==> src/hw/rtl/ssm_pkg.sv <==
// ----------------------------------------------------------------------------
// ssm_pkg
// Types, constants and lookup functions shared by the seven segment LED
// strip mapper.
// ----------------------------------------------------------------------------
package ssm_pkg;

   localparam int CSR_INDEX_BITS = 4;
   localparam int CSR_DATA_BITS  = 16;

   localparam logic [CSR_INDEX_BITS-1:0] CSR_LEDS_PER_SEGMENT = 4'd0;
   localparam logic [CSR_INDEX_BITS-1:0] CSR_LEDS_PER_PERIOD  = 4'd1;
   localparam logic [CSR_INDEX_BITS-1:0] CSR_START_LED        = 4'd2;
   localparam logic [CSR_INDEX_BITS-1:0] CSR_WIRING_ORDER     = 4'd3;

   localparam logic [2:0] WIRING_EDCGFAB = 3'd0;
   localparam logic [2:0] WIRING_EDCBAFG = 3'd1;
   localparam logic [2:0] WIRING_GCDEFAB = 3'd2;
   localparam logic [2:0] WIRING_GBAFEDC = 3'd3;
   localparam logic [2:0] WIRING_FABGEDC = 3'd4;
   localparam logic [2:0] WIRING_FABCDEG = 3'd5;

   localparam logic [7:0] CHAR_NUL     = 8'h00;
   localparam logic [7:0] CHAR_PERIOD  = 8'h2E;
   localparam logic [7:0] CHAR_COLON   = 8'h3A;
   localparam logic [7:0] CHAR_DIGIT_0 = 8'h30;
   localparam logic [7:0] CHAR_DIGIT_9 = 8'h39;
   localparam logic [7:0] CHAR_UPPER_A = 8'h41;
   localparam logic [7:0] CHAR_UPPER_Z = 8'h5A;
   localparam logic [7:0] CHAR_LOWER_A = 8'h61;
   localparam logic [7:0] CHAR_LOWER_Z = 8'h7A;
   localparam logic [7:0] UPPER_OFFSET = 8'h37;
   localparam logic [7:0] LOWER_OFFSET = 8'h57;

   typedef struct packed {
      logic [7:0] leds_per_segment;
      logic [7:0] leds_per_period;
      logic [15:0] start_led;
      logic [2:0] wiring_order;
   } cfg_type;

   typedef struct packed {
      logic [7:0] char_code;
      logic       frame_start;
   } req_type;

   typedef struct packed {
      logic [15:0] digit_led;
      logic [6:0]  blank_groups;
      logic        apply;
   } rsp_type;

   // segment mask of 0-9 then a-z
   function automatic logic [6:0] seg_lookup(logic [5:0] idx);
      logic [6:0] m;
      case (idx)
         6'd0:  m = 7'h77;
         6'd1:  m = 7'h11;
         6'd2:  m = 7'h6B;
         6'd3:  m = 7'h3B;
         6'd4:  m = 7'h1D;
         6'd5:  m = 7'h3E;
         6'd6:  m = 7'h7E;
         6'd7:  m = 7'h13;
         6'd8:  m = 7'h7F;
         6'd9:  m = 7'h1F;
         6'd10: m = 7'h5F;
         6'd11: m = 7'h7C;
         6'd12: m = 7'h66;
         6'd13: m = 7'h79;
         6'd14: m = 7'h6E;
         6'd15: m = 7'h4E;
         6'd16: m = 7'h76;
         6'd17: m = 7'h5D;
         6'd18: m = 7'h44;
         6'd19: m = 7'h71;
         6'd20: m = 7'h5E;
         6'd21: m = 7'h64;
         6'd22: m = 7'h27;
         6'd23: m = 7'h58;
         6'd24: m = 7'h77;
         6'd25: m = 7'h4F;
         6'd26: m = 7'h1F;
         6'd27: m = 7'h48;
         6'd28: m = 7'h3E;
         6'd29: m = 7'h6C;
         6'd30: m = 7'h75;
         6'd31: m = 7'h25;
         6'd32: m = 7'h7D;
         6'd33: m = 7'h2A;
         6'd34: m = 7'h3D;
         6'd35: m = 7'h6B;
         default: m = 7'h00;
      endcase
      return m;
   endfunction

   // exchange the n-bit group at lo with the n-bit group at hi
   function automatic logic [6:0] group_swap(logic [6:0] x, int lo, int hi, int n);
      logic [6:0] msk;
      logic [6:0] d;
      msk = 7'((1 << n) - 1);
      d = ((x >> lo) ^ (x >> hi)) & msk;
      return x ^ ((d << lo) | (d << hi));
   endfunction

endpackage

==> src/hw/rtl/ssm_csr.sv <==
// ----------------------------------------------------------------------------
// ssm_csr
// Configuration registers written through the csr channel.
// ----------------------------------------------------------------------------
module ssm_csr (
   input  logic                               clock,
   input  logic                               reset,
   input  logic                               csr_valid,
   output logic                               csr_ready,
   input  logic [ssm_pkg::CSR_INDEX_BITS-1:0] csr_index,
   input  logic [ssm_pkg::CSR_DATA_BITS-1:0]  csr_wdata,
   output ssm_pkg::cfg_type                   cfg
);

   ssm_pkg::cfg_type cfg_ff;
   ssm_pkg::cfg_type cfg_in;

   assign csr_ready = 1'b1;
   assign cfg       = cfg_ff;

   always_comb begin
      cfg_in = cfg_ff;
      if (csr_valid) begin
         unique case (csr_index)
            ssm_pkg::CSR_LEDS_PER_SEGMENT: cfg_in.leds_per_segment = csr_wdata[7:0];
            ssm_pkg::CSR_LEDS_PER_PERIOD:  cfg_in.leds_per_period  = csr_wdata[7:0];
            ssm_pkg::CSR_START_LED:        cfg_in.start_led        = csr_wdata[15:0];
            ssm_pkg::CSR_WIRING_ORDER:     cfg_in.wiring_order     = csr_wdata[2:0];
            default: ;
         endcase
      end
   end

   always_ff @(posedge clock) begin
      if (reset) begin
         cfg_ff.leds_per_segment <= 8'd1;
         cfg_ff.leds_per_period  <= 8'd1;
         cfg_ff.start_led        <= 16'd0;
         cfg_ff.wiring_order     <= ssm_pkg::WIRING_FABCDEG;
      end else begin
         cfg_ff <= cfg_in;
      end
   end

endmodule

==> src/hw/rtl/ssm_glyph.sv <==
// ----------------------------------------------------------------------------
// ssm_glyph
// Character to segment-group blank mask, in the LED order of the wiring.
// ----------------------------------------------------------------------------
module ssm_glyph (
   input  logic [7:0] char_code,
   input  logic [2:0] wiring_order,
   output logic [6:0] blank_groups
);

   logic [7:0] idx_wide;
   logic       known;
   logic [6:0] mask;
   logic [6:0] wired;

   always_comb begin
      known    = 1'b1;
      idx_wide = 8'd0;
      if (char_code >= ssm_pkg::CHAR_DIGIT_0 && char_code <= ssm_pkg::CHAR_DIGIT_9) begin
         idx_wide = char_code - ssm_pkg::CHAR_DIGIT_0;
      end else if (char_code >= ssm_pkg::CHAR_UPPER_A &&
                   char_code <= ssm_pkg::CHAR_UPPER_Z) begin
         idx_wide = char_code - ssm_pkg::UPPER_OFFSET;
      end else if (char_code >= ssm_pkg::CHAR_LOWER_A &&
                   char_code <= ssm_pkg::CHAR_LOWER_Z) begin
         idx_wide = char_code - ssm_pkg::LOWER_OFFSET;
      end else begin
         known = 1'b0;
      end
      mask = known ? ssm_pkg::seg_lookup(idx_wide[5:0]) : 7'h00;
   end

   always_comb begin
      wired = mask;
      unique case (wiring_order)
         ssm_pkg::WIRING_EDCBAFG: begin
            wired = ssm_pkg::group_swap(mask, 0, 3, 1);
            wired = ssm_pkg::group_swap(wired, 1, 2, 1);
         end
         ssm_pkg::WIRING_GCDEFAB: begin
            wired = ssm_pkg::group_swap(mask, 3, 6, 1);
            wired = ssm_pkg::group_swap(wired, 4, 5, 1);
         end
         ssm_pkg::WIRING_GBAFEDC: begin
            wired = ssm_pkg::group_swap(mask, 0, 4, 3);
            wired = ssm_pkg::group_swap(wired, 3, 6, 1);
            wired = ssm_pkg::group_swap(wired, 4, 5, 1);
         end
         ssm_pkg::WIRING_FABGEDC: begin
            wired = ssm_pkg::group_swap(mask, 0, 4, 3);
         end
         ssm_pkg::WIRING_FABCDEG: begin
            wired = ssm_pkg::group_swap(mask, 0, 4, 3);
            wired = ssm_pkg::group_swap(wired, 0, 3, 1);
            wired = ssm_pkg::group_swap(wired, 1, 2, 1);
         end
         default: wired = mask;
      endcase
   end

   // group k in LED order is mask bit 6-k; blank where unlit
   always_comb begin
      for (int k = 0; k < 7; k++) begin
         blank_groups[k] = ~wired[6-k];
      end
   end

endmodule

==> src/hw/rtl/seven_segment_led_strip_mapper_core.sv <==
// ----------------------------------------------------------------------------
// seven_segment_led_strip_mapper_core
// Maps display characters onto an addressable LED strip: first LED of each
// digit and the segment groups to blank.
// ----------------------------------------------------------------------------
// One request is taken per clock while the response side keeps up, and each
// yields one response. A request is captured in an input register, then
// decoded and placed on the strip, and held in a response register until
// taken. The LED position carries from one request to the next through a
// register updated in the decode cycle. Configuration writes are taken at
// any time and should be made while no request is in flight. LED_INDEX_BITS
// sets the width of the position, which saturates at its top value; digit_led
// carries its low 16 bits.
// ----------------------------------------------------------------------------
module seven_segment_led_strip_mapper_core #(
   parameter int LED_INDEX_BITS = 16
) (
   input  logic                               clock,
   input  logic                               reset,
   input  logic                               req_valid,
   output logic                               req_ready,
   input  ssm_pkg::req_type                   req_payload,
   output logic                               rsp_valid,
   input  logic                               rsp_ready,
   output ssm_pkg::rsp_type                   rsp_payload,
   input  logic                               csr_valid,
   output logic                               csr_ready,
   input  logic [ssm_pkg::CSR_INDEX_BITS-1:0] csr_index,
   input  logic [ssm_pkg::CSR_DATA_BITS-1:0]  csr_wdata
);

   localparam int PW = (LED_INDEX_BITS > 16) ? LED_INDEX_BITS : 16;
   localparam int SW = PW + 1;
   localparam logic [SW-1:0] LIM = (SW'(1) << LED_INDEX_BITS) - SW'(1);

   ssm_pkg::cfg_type cfg;

   logic                      in_valid_ff;
   ssm_pkg::req_type          in_ff;
   logic                      rsp_valid_ff;
   ssm_pkg::rsp_type          rsp_ff;
   ssm_pkg::rsp_type          rsp_in;
   logic [LED_INDEX_BITS-1:0] position_ff;
   logic [LED_INDEX_BITS-1:0] position_in;
   logic                      ended_ff;
   logic                      ended_in;

   logic                      work;
   logic [6:0]                blank;
   logic [SW-1:0]             start_ext;
   logic [LED_INDEX_BITS-1:0] base;
   logic                      ended_base;
   logic [10:0]               amount;
   logic [SW-1:0]             base_ext;
   logic [SW-1:0]             sum;
   logic [SW-1:0]             sum_sat;

   ssm_csr u_csr (
      .clock     (clock),
      .reset     (reset),
      .csr_valid (csr_valid),
      .csr_ready (csr_ready),
      .csr_index (csr_index),
      .csr_wdata (csr_wdata),
      .cfg       (cfg)
   );

   ssm_glyph u_glyph (
      .char_code    (in_ff.char_code),
      .wiring_order (cfg.wiring_order),
      .blank_groups (blank)
   );

   assign work        = in_valid_ff && (!rsp_valid_ff || rsp_ready);
   assign req_ready   = !in_valid_ff || work;
   assign rsp_valid   = rsp_valid_ff;
   assign rsp_payload = rsp_ff;

   always_comb begin
      start_ext  = SW'(cfg.start_led);
      base       = in_ff.frame_start
                   ? ((start_ext > LIM) ? LIM[LED_INDEX_BITS-1:0]
                                        : start_ext[LED_INDEX_BITS-1:0])
                   : position_ff;
      ended_base = in_ff.frame_start ? 1'b0 : ended_ff;
      base_ext   = SW'(base);

      rsp_in      = '0;
      ended_in    = ended_base;
      amount      = 11'd0;
      if (ended_base) begin
         amount = 11'd0;
      end else if (in_ff.char_code == ssm_pkg::CHAR_NUL) begin
         ended_in = 1'b1;
      end else if (in_ff.char_code == ssm_pkg::CHAR_PERIOD) begin
         amount = 11'(cfg.leds_per_period);
      end else if (in_ff.char_code == ssm_pkg::CHAR_COLON) begin
         amount = {2'b00, cfg.leds_per_period, 1'b0};
      end else begin
         amount              = {cfg.leds_per_segment, 3'b000} - 11'(cfg.leds_per_segment);
         rsp_in.digit_led    = base_ext[15:0];
         rsp_in.blank_groups = blank;
         rsp_in.apply        = 1'b1;
      end

      sum         = base_ext + SW'(amount);
      sum_sat     = (sum > LIM) ? LIM : sum;
      position_in = sum_sat[LED_INDEX_BITS-1:0];
   end

   always_ff @(posedge clock) begin
      if (reset) begin
         in_valid_ff  <= 1'b0;
         rsp_valid_ff <= 1'b0;
         position_ff  <= '0;
         ended_ff     <= 1'b0;
      end else begin
         if (req_ready) begin
            in_valid_ff <= req_valid;
         end
         if (work) begin
            rsp_valid_ff <= 1'b1;
            position_ff  <= position_in;
            ended_ff     <= ended_in;
         end else if (rsp_ready) begin
            rsp_valid_ff <= 1'b0;
         end
      end
   end

   always_ff @(posedge clock) begin
      if (req_valid && req_ready) begin
         in_ff <= req_payload;
      end
      if (work) begin
         rsp_ff <= rsp_in;
      end
   end

endmodule
==> config.mk <==
export PLATFORM = sky130hd
export DESIGN_NAME = seven_segment_led_strip_mapper_core
export DESIGN_NICKNAME = d
export VERILOG_FILES = /design/src/hw/rtl/ssm_pkg.sv /design/src/hw/rtl/ssm_csr.sv /design/src/hw/rtl/ssm_glyph.sv /design/src/hw/rtl/seven_segment_led_strip_mapper_core.sv
export SDC_FILE = /design/constraint.sdc
export NUM_CORES = 1
export LEC_CHECK = 0
export BUFFER_PORTS_ARGS = -buffer_cell sky130_fd_sc_hd__buf_4
export CAP_MARGIN = 20
export CORE_ASPECT_RATIO = 2
export CORE_MARGIN = 1.5
export CORE_UTILIZATION = 39
export DETAILED_ROUTE_END_ITERATION = 12
export GPL_TIMING_DRIVEN = 0
export PLACE_DENSITY_LB_ADDON = 0.1
export SETUP_SLACK_MARGIN = 0.2
export SYNTH_ARGS = -nofsm -noshare
export SYNTH_HDL_FRONTEND = slang
export SYNTH_SLANG_ARGS = --single-unit
==> constraint.sdc <==
create_clock -name clock -period 5.8 [get_ports clock]
set_input_delay 0.58 -clock clock [delete_from_list [all_inputs] [get_ports clock]]
set_output_delay 0.58 -clock clock [all_outputs]
set_load 0.005 [all_outputs]
==> results.txt, run 1 <==
----------------------------------------------------
[Status]
  Outcome ... finished, final reports clean

[Setup path]
  Worst stage delay on the critical path ... 0.50 ns
  Master of the slowest instance on the critical path ... sky130_fd_sc_hd__or4b_1
  Worst flop-to-flop path startpoint ... in_ff[1]
  Crit-path cells ... clkbuf_1 -> inv_1 -> ha_1 -> or4b_1 -> a31o_1 -> and2_1 -> nor3_2 -> nor2_1 -> ha_1 -> or3_1 -> o311ai_1 -> a2bb2oi_1 -> o31a_1 -> a221oi_2 -> o32ai_2
  Reg2reg end ... rsp_payload[5]
  Worst Path Arrival ... 5.39 ns
  Cell with the most instances on the worst path ... sky130_fd_sc_hd__ha_1
  Startpoint kind of the worst setup timing path ... flip-flop
  Crit path launch ... in_ff[1]
  R2R Setup Slk ... 0.50 ns
  Path type of the worst setup path ... flip-flop to flip-flop
  Worst Reg2Reg Path Length in Cells ... 15
  Worst-path maximum fanout ... 10
  Data required time at the worst endpoint ... 5.89 ns
  Sort of element at the end of the critical path ... flip-flop

[Synthesis]
  Largest area contributor in the netlist ... sky130_fd_sc_hd__dfxtp_1
  Share of cell area taken by muxes after synthesis ... 0.08834
  Avg Cell Area, Syn ... 8.737 um2
  Post-Synthesis Cells ... 710
  Number of warnings reported in the yosys synthesis log ... 0
  Combinational family with the most area after synthesis ... compound AO/OA/AOI/OAI gates
  Post-synthesis register bit count ... 87
  Number of flops mapped to enable cells by yosys ... 33
  Portion of the post-synthesis area used by sequential elements ... 0.3340
  Adder-Cell Fraction of Synth Area ... 0.06777
  Synth cell types ... 89
  Fraction of synthesis flops using an asynchronous set or reset pin ... 0
  Proportion of netlist area held by the largest area contributor ... 0.1743
  Area contributors post-synth ... sky130_fd_sc_hd__dfxtp_1 17%, sky130_fd_sc_hd__edfxtp_1 16%, sky130_fd_sc_hd__mux2i_1 6.8%, sky130_fd_sc_hd__ha_1 6.5%, sky130_fd_sc_hd__nor2_1 6.2%
  Most frequent cell after synthesis ... sky130_fd_sc_hd__nor2_1
  Flip-flop cell with the highest count after synthesis ... sky130_fd_sc_hd__dfxtp_1
  Xor/xnor share of the synthesized area ... 0.03388
  Netlist Area Pre-Place ... 6203 um2
  Most numerous cell types in the synthesized netlist ... 102 x sky130_fd_sc_hd__nor2_1, 54 x sky130_fd_sc_hd__dfxtp_1, 45 x sky130_fd_sc_hd__nand2_1
  Synthesized-area fraction occupied by ao, oa, aoi and oai cells ... 0.2196
  Syn_nets ... 777
  Simple-gate area share of the yosys netlist ... 0.2009

[Floorplan]
  Initial cell density of the core ... 0.3952
  Die X ... 92.18 um
  Die Outline Area ... 16720 um2
  Height of the chip ... 181.4 um
  Standard-cell row count ... 65
  Boundary pin count ... 61
  Area of the core ... 15700 um2

[STA]
  Slew HR ... 0.3930
  Achievable Freq ... 0.1886 GHz
  Largest clock skew in the final design ... 0.007882 ns
  Count of endpoints failing hold in the final timing report ... 0
  Slew Viols, Final ... 0
  RSZ-0062 raised after global routing ... no
  Crit share post-route ... 0.9142
  Least-Margin Pin Slew ... 0.9055 ns
  Time the worst path needs with I/O delays and setup ... 5.303 ns
  Endpoints failing setup ... 0
  Setup TNS after final layout ... 0 ns

[Job]
  Max cap viols ... 0

[Hold path]
  Worst Hold End ... in_ff[8]
  Beginning of the worst hold path ... req_payload[8]
  Number of cells traversed by the worst hold path ... 1
  Worst min-delay path class ... primary input to flip-flop

[Global routing]
  All-Layer GR Usage ... 0.2508
  Global route overflow ... 0
  Number of antenna violations at the first check in global routing ... 0
  Maximum number of pins on one net before global-route repair ... 34
  Number of global-route vias before repair ... 5861
  Wire length of the first global-routing pass ... 31470 um

[CTS]
  Clock slew seen by the registers of the worst setup and hold paths ... 0.06 ns
  Depth of the CTS H-tree ... 3
  Clock tree from TritonCTS ... done
  Clock insertion delay at the later pin of the skew report ... 0.35 ns
  Total number of clock tree sinks ... 87
  Number of buffers created by CTS ... 9
  Maximum clock path buffer count ... 2
  Post-CTS setup buffer count ... 0
  Buffer cell driving the clock tree root ... sky130_fd_sc_hd__clkbuf_16

[Power]
  Pwr dens ... 228.7 nW/um2
  Static leakage ... 2.870 nW
  Maximum ir drop on the vdd rail ... 0.2061 mV

[Cells and area]
  Register cell area after layout ... 2072 um2
  Layout Area Growth over Synthesis ... 16.03%
  Area of the multi-input gates ... 3800 um2
  Total Nets Final ... 846
  Diode count ... 0
  Share of layout cells above drive strength 1 ... 0.1684
  Final core area utilization ... 0.4586
  Filler cells ... 1559

[Routing]
  Average wire length per cell after detail routing ... 20.48 um
  Post-route ant nets ... 0
  Via-to-Cell Ratio ... 5.749
  Routed WL ... 20170 um
  DRC violation count after routing ... 0
  Overall via count from detail_route ... 5663
  First-pass detailed-route iteration total ... 8
  DRT iter0 DRCs ... 280

[Placement]
  Placer's final routability congestion estimate ... 0.8942
  Number of port buffers ... 58
  Detailed Place HPWL ... 16210 um

----------------------------------------------------
-- cell families after synthesis --
kind of cell	count (synthesis)
AO/OA/AOI/OAI	177
XOR/XNOR	24
adder cells (fa/ha/maj)	33
buffers and inverters	77
flip-flops	87
multiplexers	53
other	1
AND/OR/NAND/NOR	258
-- layout by cell type, fill, tap and decap left out, types with 20 or more instances in the layout --
cell / count
sky130_fd_sc_hd__ha_1: 32
sky130_fd_sc_hd__nand2_1: 45
sky130_fd_sc_hd__inv_1: 36
sky130_fd_sc_hd__a21oi_1: 31
sky130_fd_sc_hd__edfxtp_1: 33
sky130_fd_sc_hd__dfxtp_1: 54
sky130_fd_sc_hd__nor2_1: 102
sky130_fd_sc_hd__mux2i_1: 42
sky130_fd_sc_hd__o21ai_0: 21
sky130_fd_sc_hd__nand3_1: 25
sky130_fd_sc_hd__clkbuf_1: 20
sky130_fd_sc_hd__buf_4: 61
-- cell type report --
| class | count | area share |
|---|---|---|
| clock buffer | 12 | 0.03720 |
| timing repair buffer | 58 | 0.06049 |
| sequential | 87 | 0.2879 |
| clock inverter | 4 | 0.003650 |
| inverter | 37 | 0.01929 |
| tap | 201 | 0.03494 |
| buffer | 40 | 0.02868 |
| multi-input combinational | 546 | 0.5279 |
-- critical path, delay by kind of cell, from the launching register on --
kind                       cells  cell delay [ns]
buffers and inverters          2             0.54
adders and majority gates      2             0.72
AOI/OAI and AO/OA              6             1.47
and+or+nand+nor                5             1.85
DFF                            1             0.46
-- state kept, by name, indices dropped and copies added (netlist names) --
name         flops
ended_ff         1
u_csr.cfg       35
in_ff            9
in_valid_ff      1
rsp_payload     24
rsp_valid        1
position_ff     16
-- report_power, final --
group / internal [mW] / total, mW / leakage, nW / switching [mW]
combinational: 0.156 / 0.399 / 1.97 / 0.243
clock: 0.329 / 0.570 / 0.149 / 0.241
sequential: 0.663 / 0.677 / 0.747 / 0.0139
-- per-layer routing --
layer	share of wire	GRT usage	vias to the layer above
met5	0	0	-
met4	0.083	0.2062	0
met3	0.023	0.02525	76
met2	0.57	0.4889	161
met1	0.33	0.2209	2697
li1	-	-	2729
-- repair_timing --
action	in CTS	in global routing
hold buffers	0	0
endpoints found under the setup margin	10	10
cloned	0	0
gates resized for setup	1	7
endpoints found under the hold margin	0	0
-- through the flow --
step / setup WS [ns] / instances / cell area [um2] / power (mW) / hold slack [ns]
after CTS: 0.2446 / 985 / 7191 / 1.658 / 0.3934
after global placement: 0.08279 / 969 / 6890 / 1.084 / 0.4611
after global routing: 0.2229 / 985 / 7198 / 1.717 / 0.3944
after detailed placement: 0.1138 / 969 / 6897 / 1.086 / 0.4679
final: 0.4974 / 985 / 7198 / 1.646 / 0.4047
after floorplan: 1.541 / 710 / 6203 / 0.9504 / 0.4493
-- worst max path at each step --
stage,to,depth (start not counted)
CTS,position_ff[5],18
global route,position_ff[10],19
detailed placement,position_ff[12],20
global placement,position_ff[10],20
floorplan,position_ff[10],18
finish,rsp_payload[5],15
No activity file was read; power rests on OpenSTA's default activity.
==> run 2, diff against run 1 <==
CTS_BUF_LIST = sky130_fd_sc_hd__clkbuf_4   (was unset)
==> run 2 against run 1 <==
Net effect: highest routed layer unchanged; combinational power is essentially flat; global-route usage hardly changed; non-clock buffer count is the same; critical endpoint unchanged; count of clock-buffer cells in the layout down 2.
==> results.txt, run 2 (synthesis gave the netlist of run 1 again) <==
----------------------------------------------------
[Cells and area]
  Total Nets Final ... 846 (unchanged)
  Share of layout cells above drive strength 1 ... 0.1709 (+0.002551)
  Number of flip-flops in the largest register ... 35 (unchanged)
  Layout Area Growth over Synthesis ... 13.59%
  Most common cell after layout, fill and taps aside ... sky130_fd_sc_hd__nor2_1
  Most frequent cells in the layout ... 102 x sky130_fd_sc_hd__nor2_1, 61 x sky130_fd_sc_hd__buf_4, 54 x sky130_fd_sc_hd__dfxtp_1, 45 x sky130_fd_sc_hd__nand2_1, 42 x sky130_fd_sc_hd__mux2i_1

[Floorplan]
  Initial cell density of the core ... 0.3952 (unchanged)
  Die X ... 92.18 um (unchanged)
  Standard-cell row count ... 65 (unchanged)
  Boundary pin count ... 61 (unchanged)
  Height of the chip ... 181.4 um (unchanged)
  Die Outline Area ... 16720 um2 (unchanged)
  Area of the core ... 15700 um2 (unchanged)

[Setup path]
  Cell with the most instances on the worst path ... sky130_fd_sc_hd__ha_1
  Startpoint kind of the worst setup timing path ... flip-flop
  CP Depth ... 15 (unchanged)
  Crit-path cells ... clkbuf_1 -> inv_1 -> ha_1 -> or4b_1 -> a31o_1 -> and2_1 -> nor3_2 -> nor2_1 -> ha_1 -> or3_1 -> o311ai_1 -> a2bb2oi_1 -> o31a_1 -> a221oi_2 -> o32ai_2
  Worst Path Arrival ... 5.52 ns (+0.13 ns)
  Worst path buffer plus inverter count ... 2 (unchanged)
  Worst Reg2Reg Path Length in Cells ... 15 (unchanged)
  Sort of element at the end of the critical path ... flip-flop
  Worst stage delay on the critical path ... 0.50 ns (about the same)
  Data required time at the worst endpoint ... 6.02 ns (+0.13 ns)
  Path type of the worst setup path ... flip-flop to flip-flop
  Largest delay contributor family on the critical path ... simple AND/OR/NAND/NOR gates
  Master of the slowest instance on the critical path ... sky130_fd_sc_hd__or4b_1
  Worst-path maximum fanout ... 10 (unchanged)

[Global routing]
  Number of global-route vias before repair ... 5849 (-0.20%)
  Global route overflow ... 0 (unchanged)
  Wire length of the first global-routing pass ... 31480 um (about the same)
  Number of antenna violations at the first check in global routing ... 1 (+1)
  All-Layer GR Usage ... 0.2509 (about the same)
  Maximum number of pins on one net before global-route repair ... 34 (unchanged)

[Power]
  Maximum ir drop on the vdd rail ... 0.1585 mV (-23%)
  Internal power ... 954.7 uW (-17%)
  Static leakage ... 2.804 nW (-2.3%)
  Combinational power share ... 0.281 (+0.039)
  Share of power burned in the clock network ... 0.244 (-0.102)
  Proportion of total power due to net switching ... 0.3292 (+0.02642)
  Pwr dens ... 202.0 nW/um2 (-12%)
  Sequential group share of total power ... 0.475 (+0.064)
  Switching power total ... 468.5 uW (-6.0%)
  Power after layout ... 1.423 mW (-14%)

[Routing]
  Via-to-Cell Ratio ... 5.737 (-0.21%)
  Overall via count from detail_route ... 5657 (-0.11%)
  Average wire length per cell after detail routing ... 20.45 um (-0.16%)
  Met1 Wirelength ... 6542 um (-0.80%)
  Routed WL ... 20160 um (about the same)
  First-pass detailed-route iteration total ... 5 (-3)
  DRT iter0 DRCs ... 270 (-3.6%)
  Top layer used by detailed routing ... met4
  Total length of routed met3 wires ... 500 um (+7.1%)
  DRC violation count after routing ... 0 (unchanged)
  Met2 wire len ... 11510 um (+0.70%)
  Post-route ant nets ... 0 (unchanged)

[STA]
  Slew Viols, Final ... 0 (unchanged)
  Least-Margin Pin Slew ... 0.9112 ns (+0.005685 ns)
  Achievable Freq ... 0.1886 GHz (about the same)
  Setup TNS after final layout ... 0 ns (unchanged)
  Count of endpoints failing hold in the final timing report ... 0 (unchanged)
  Slew HR ... 0.3892 (-0.003810)
  Endpoints failing setup ... 0 (unchanged)
  RSZ-0062 raised after global routing ... no
  Largest clock skew in the final design ... 0.02787 ns (+0.01999 ns)
  Tightest hold margin ... 0.2680 ns (-0.1367 ns)
  Crit share post-route ... 0.9142 (about the same)
  Time the worst path needs with I/O delays and setup ... 5.302 ns (-0.0003580 ns)
  Slack of the critical path ... 0.4977 ns (+0.0003580 ns)

[Hold path]
  Number of cells traversed by the worst hold path ... 1 (unchanged)
  Worst min-delay path class ... primary input to flip-flop

[CTS]
  Buffer cell driving the clock tree root ... sky130_fd_sc_hd__clkbuf_4
  Number of buffers created by CTS ... 9 (unchanged)
  Depth of the CTS H-tree ... 3 (unchanged)
  Clock slew seen by the registers of the worst setup and hold paths ... 0.15 ns (+0.09 ns)
  Clock insertion delay at the later pin of the skew report ... 0.47 ns (+0.12 ns)
  Total number of clock tree sinks ... 87 (unchanged)
  Maximum clock path buffer count ... 2 (unchanged)
  Clock tree from TritonCTS ... done

[Status]
  Outcome ... finished, final reports clean

[Job]
  Max cap viols ... 0 (unchanged)

[Placement]
  Placer's final routability congestion estimate ... 0.8942 (unchanged)
  Detailed Place HPWL ... 16210 um (unchanged)
  Place WS ... 0.1138 ns (unchanged)
  Number of port buffers ... 58 (unchanged)

----------------------------------------------------
## run 2: what timing repair did
| item | 4_1_cts | 5_1_grt |
|---|---|---|
| resized for setup | 1 | 8 |
| hold buffers | 0 | 0 |
| buffers inserted | 0 | 0 |
| endpoints found under the setup margin | 10 | 10 |
## run 2: power groups by stage
stage	combinational, mW	clock, mW	sequential [mW]
after global routing	0.433	0.384	0.680
after global placement	0.395	0	0.689
after floorplan	0.264	0	0.687
after detailed placement	0.395	0	0.691
after CTS	0.396	0.364	0.677
final	0.400	0.347	0.677
## run 2: per-stage QoR
stage,utilization,instance area [um2],instances
after global placement,0.4390,6890,969
after CTS,0.4480,7032,985
final,0.4489,7047,986
after detailed placement,0.4394,6897,969
after global routing,0.4489,7047,986
after floorplan,-,6203,710
## run 2: cell type report
| cell class | count | area [um2] |
|---|---|---|
| sequential | 87 | 2072 |
| clock buffer | 10 | 75.07 |
| clock inverter | 6 | 60.06 |
| antenna | 1 | 2.502 |
| buffer | 40 | 206.4 |
| inverter | 37 | 138.9 |
| tap | 201 | 251.5 |
| timing repair buffer | 58 | 435.4 |
| fill | 1575 | 8650 |
| multi-input combinational | 546 | 3805 |
## run 2: path summary, 6_finish.rpt
kind / from / end / slack [ns]
worst max-delay path: in_ff[1] / rsp_payload[5] / 0.50
worst min-delay path: req_payload[8] / in_ff[8] / 0.27
worst max register to register: in_ff[1] / rsp_payload[5] / 0.50
worst min register to register: position_ff[15] / position_ff[15] / 0.49
## run 2: worst register-to-register path: cells and delay by family (launching register included)
kind                       cells  cell delay, ns
DFF                            1            0.49
and+or+nand+nor                5            1.83
buffers and inverters          2            0.54
adders and majority gates      2            0.72
AOI/OAI and AO/OA              6            1.48
## run 2: routing by layer
| metal | global-route usage | vias to the layer above |
|---|---|---|
| li1 | - | 2734 |
| met1 | 0.2211 | 2687 |
| met2 | 0.4919 | 161 |
| met3 | 0.02483 | 75 |
| met4 | 0.2012 | 0 |
| met5 | 0 | - |
==> run 3, diff against run 2 <==
ABC_AREA = 1   (was unset)
==> run 3 against run 2 <==
Net effect: clock skew fell by 0.0092 ns; first-iteration DRC count grew 1.5%; via count is 2.1% lower; sequential share of layout area is 2.0 points higher; critical path type unchanged; critical endpoint is now position_ff[14]; highest routed layer unchanged.
==> results.txt, run 3 <==
----------------------------------------------------
[Synthesis]
  Syn_nets ... 872 (+12%)
  Xor/xnor share of the synthesized area ... 0.02440 (-0.009489)
  Flip-flop cell with the highest count after synthesis ... sky130_fd_sc_hd__dfxtp_1
  Portion of the post-synthesis area used by sequential elements ... 0.3607 (+0.02670)
  Area contributors post-synth ... sky130_fd_sc_hd__dfxtp_1 19%, sky130_fd_sc_hd__edfxtp_1 17%, sky130_fd_sc_hd__nand2_1 10%, sky130_fd_sc_hd__o21ai_0 7.3%, sky130_fd_sc_hd__inv_1 7.1%
  Simple-gate area share of the yosys netlist ... 0.2675 (+0.06659)
  Netlist Area Pre-Place ... 5744 um2 (-7.4%)
  Most frequent cell after synthesis ... sky130_fd_sc_hd__nand2_1
  Fraction of synthesis flops using an asynchronous set or reset pin ... 0 (unchanged)
  Adder-Cell Fraction of Synth Area ... 0.07319 (+0.005417)
  Proportion of netlist area held by the largest area contributor ... 0.1882 (+0.01393)
  Share of cell area taken by muxes after synthesis ... 0 (-0.08834)
  Number of warnings reported in the yosys synthesis log ... 0 (unchanged)
  Synthesized-area fraction occupied by ao, oa, aoi and oai cells ... 0.1732 (-0.04648)
  Avg Cell Area, Syn ... 7.136 um2 (-18%)
  Synth cell types ... 45 (-49%)
  Post-synthesis register bit count ... 87 (unchanged)
  Combinational family with the most area after synthesis ... simple AND/OR/NAND/NOR gates
  Number of flops mapped to enable cells by yosys ... 33 (unchanged)
  Most numerous cell types in the synthesized netlist ... 158 x sky130_fd_sc_hd__nand2_1, 109 x sky130_fd_sc_hd__inv_1, 84 x sky130_fd_sc_hd__o21ai_0
  Largest area contributor in the netlist ... sky130_fd_sc_hd__dfxtp_1
  Post-Synthesis Cells ... 805 (+13%)

[Global routing]
  Global route overflow ... 0 (unchanged)
  Number of antenna violations at the first check in global routing ... 1 (unchanged)
  Number of global-route vias before repair ... 5642 (-3.5%)
  Wire length of the first global-routing pass ... 27340 um (-13%)
  All-Layer GR Usage ... 0.2374 (-0.01354)
  Maximum number of pins on one net before global-route repair ... 34 (unchanged)

[STA]
  Achievable Freq ... 0.2089 GHz (+11%)
  Least-Margin Pin Slew ... 0.9674 ns (+0.05615 ns)
  Count of endpoints failing hold in the final timing report ... 0 (unchanged)
  Setup TNS after final layout ... 0 ns (unchanged)
  Largest clock skew in the final design ... 0.01862 ns (-0.009246 ns)
  Slew HR ... 0.3501 (-0.03909)
  Slew Viols, Final ... 0 (unchanged)
  Endpoints failing setup ... 0 (unchanged)
  RSZ-0062 raised after global routing ... no
  Time the worst path needs with I/O delays and setup ... 4.787 ns (-0.5152 ns)
  Crit share post-route ... 0.8254 (-0.08882)
  Slack of the critical path ... 1.013 ns (+0.5152 ns)

[Routing]
  Routed WL ... 17610 um (-13%)
  DRC violation count after routing ... 0 (unchanged)
  Overall via count from detail_route ... 5540 (-2.1%)
  DRT iter0 DRCs ... 274 (+1.5%)
  Via-to-Cell Ratio ... 5.163 (-10%)
  First-pass detailed-route iteration total ... 5 (unchanged)
  Average wire length per cell after detail routing ... 16.41 um (-20%)
  Post-route ant nets ... 0 (unchanged)

[Floorplan]
  Die X ... 88.82 um (-3.7%)
  Height of the chip ... 174.6 um (-3.7%)
  Boundary pin count ... 61 (unchanged)
  Initial cell density of the core ... 0.4003 (+0.005044)
  Standard-cell row count ... 62 (-4.6%)
  Die Outline Area ... 15510 um2 (-7.2%)
  Area of the core ... 14350 um2 (-8.6%)

[CTS]
  Total number of clock tree sinks ... 87 (unchanged)
  Depth of the CTS H-tree ... 3 (unchanged)
  Post-cts gate resize count ... 0 (-1)
  Clock insertion delay at the later pin of the skew report ... 0.48 ns (about the same)
  Maximum clock path buffer count ... 2 (unchanged)
  Clock slew seen by the registers of the worst setup and hold paths ... 0.15 ns (about the same)
  Post-CTS setup buffer count ... 0 (unchanged)
  Number of buffers added to fix hold violations after cts ... 0 (unchanged)
  Clock tree from TritonCTS ... done
  Buffer cell driving the clock tree root ... sky130_fd_sc_hd__clkbuf_4
  Number of buffers created by CTS ... 9 (unchanged)

[Setup path]
  Crit-path cells ... ha_1 -> inv_1 -> nor2_4 -> nand3_1 -> clkinv_1 -> nor2_1 -> clkinv_1 -> o32ai_1 -> ha_1 -> inv_1 -> fa_1 -> o21ai_0 -> a21oi_1 -> o21bai_1 -> nand3_1 -> a21oi_1 -> nand2_1 -> nand3_1 -> a21oi_1
  Master of the slowest instance on the critical path ... sky130_fd_sc_hd__edfxtp_1
  Worst stage delay on the critical path ... 0.54 ns (+0.04 ns)
  Worst Path Arrival ... 5.16 ns (-0.36 ns)
  Sort of element at the end of the critical path ... flip-flop
  Data required time at the worst endpoint ... 6.17 ns (+0.15 ns)
  Startpoint kind of the worst setup timing path ... flip-flop
  Path type of the worst setup path ... flip-flop to flip-flop
  Worst-path maximum fanout ... 9 (-1)

[Placement]
  Detailed Place HPWL ... 14230 um (-12%)
  Placer's final routability congestion estimate ... 0.9328 (+4.3%)
  Place WS ... 1.089 ns (+0.9756 ns)
  Placed cell count ... 1056 (+9.0%)
  Number of port buffers ... 59 (+1.7%)

[Cells and area]
  Final cell count without fillers ... 1073 (+8.8%)
  Most frequent cells in the layout ... 158 x sky130_fd_sc_hd__nand2_1, 109 x sky130_fd_sc_hd__inv_1, 84 x sky130_fd_sc_hd__o21ai_0, 80 x sky130_fd_sc_hd__a21oi_1, 72 x sky130_fd_sc_hd__nor2_1
  Total Nets Final ... 942 (+11%)
  Layout Area Growth over Synthesis ... 14.88%
  Filler cells ... 1538 (-2.3%)
  Most common cell after layout, fill and taps aside ... sky130_fd_sc_hd__nand2_1
  Share of layout cells above drive strength 1 ... 0.1398 (-0.03115)
  Number of flip-flops in the largest register ... 35 (unchanged)

[Power]
  Static leakage ... 3.076 nW (+9.7%)
  Maximum ir drop on the vdd rail ... 0.1796 mV (+13%)
  Pwr dens ... 232.1 nW/um2 (+15%)
  Power after layout ... 1.531 mW (+7.6%)

[Status]
  Outcome ... finished, final reports clean

[Hold path]
  Worst min-delay path class ... primary input to flip-flop

[Job]
  Max cap viols ... 0 (unchanged)

----------------------------------------------------
## run 3: cells by family after synthesis
kind of cell	after synthesis
other	1
xor gates and xnor gates	16
buffers and inverters	140
and+or+nand+nor	340
DFF	87
AOI/OAI and AO/OA	188
adders and majority gates	33
## run 3: final timing paths
kind	slack [ns]	depth (start not counted)	from	to
setup / recovery	1.01	19	in_ff[5]	position_ff[14]
hold / removal	0.26	1	req_payload[0]	in_ff[0]
setup reg to reg	1.01	19	in_ff[5]	position_ff[14]
hold reg to reg	0.46	2	u_csr.cfg[17]	u_csr.cfg[17]
## run 3: report_power, final
part           switching (mW)  total, mW  internal (mW)  leakage [nW]
logic                   0.277      0.430          0.153          2.23
registers              0.0155      0.687          0.671         0.752
clock network           0.235      0.414          0.179        0.0913
## run 3: critical path, delay by kind of cell, from the launching register on
kind	cells	cell delay (ns)
buffers and inverters	4	0.82
and+or+nand+nor	6	0.93
DFF	1	0.54
adders and majority gates	3	0.98
AOI/OAI and AO/OA	6	1.40
## run 3: per-layer routing
layer / track usage / share of wire / vias to the layer above
li1: - / - / 2797
met1: 0.2010 / 0.33 / 2582
met2: 0.4681 / 0.58 / 111
met3: 0.03259 / 0.021 / 50
met4: 0.1673 / 0.069 / 0
met5: 0 / 0 / -
## run 3: cell type report
| class | instances | area (um2) | area share |
|---|---|---|---|
| clock inverters | 7 | 100.1 | 0.01517 |
| repair buffers | 59 | 442.9 | 0.06712 |
| well taps | 192 | 240.2 | 0.03640 |
| diodes | 1 | 2.502 | 0.0003792 |
| plain buffers | 22 | 125.1 | 0.01896 |
| flip-flops and latches | 87 | 2072 | 0.3140 |
| clock buffers | 9 | 67.56 | 0.01024 |
| multi-input cells | 578 | 3095 | 0.4691 |
| inverters | 118 | 452.9 | 0.06864 |
## run 3: metrics by stage
| stage | area (um2) | hold slack, ns | utilization |
|---|---|---|---|
| 6_report | 6599 | 0.2617 | 0.4598 |
| 5_1_grt | 6599 | 0.2302 | 0.4598 |
| 4_1_cts | 6596 | 0.2350 | 0.4596 |
| 3_5_place_dp | 6429 | 0.4453 | 0.4480 |
| 3_3_place_gp | 6427 | 0.4424 | 0.4479 |
| 2_1_floorplan | 5744 | 0.4292 | - |
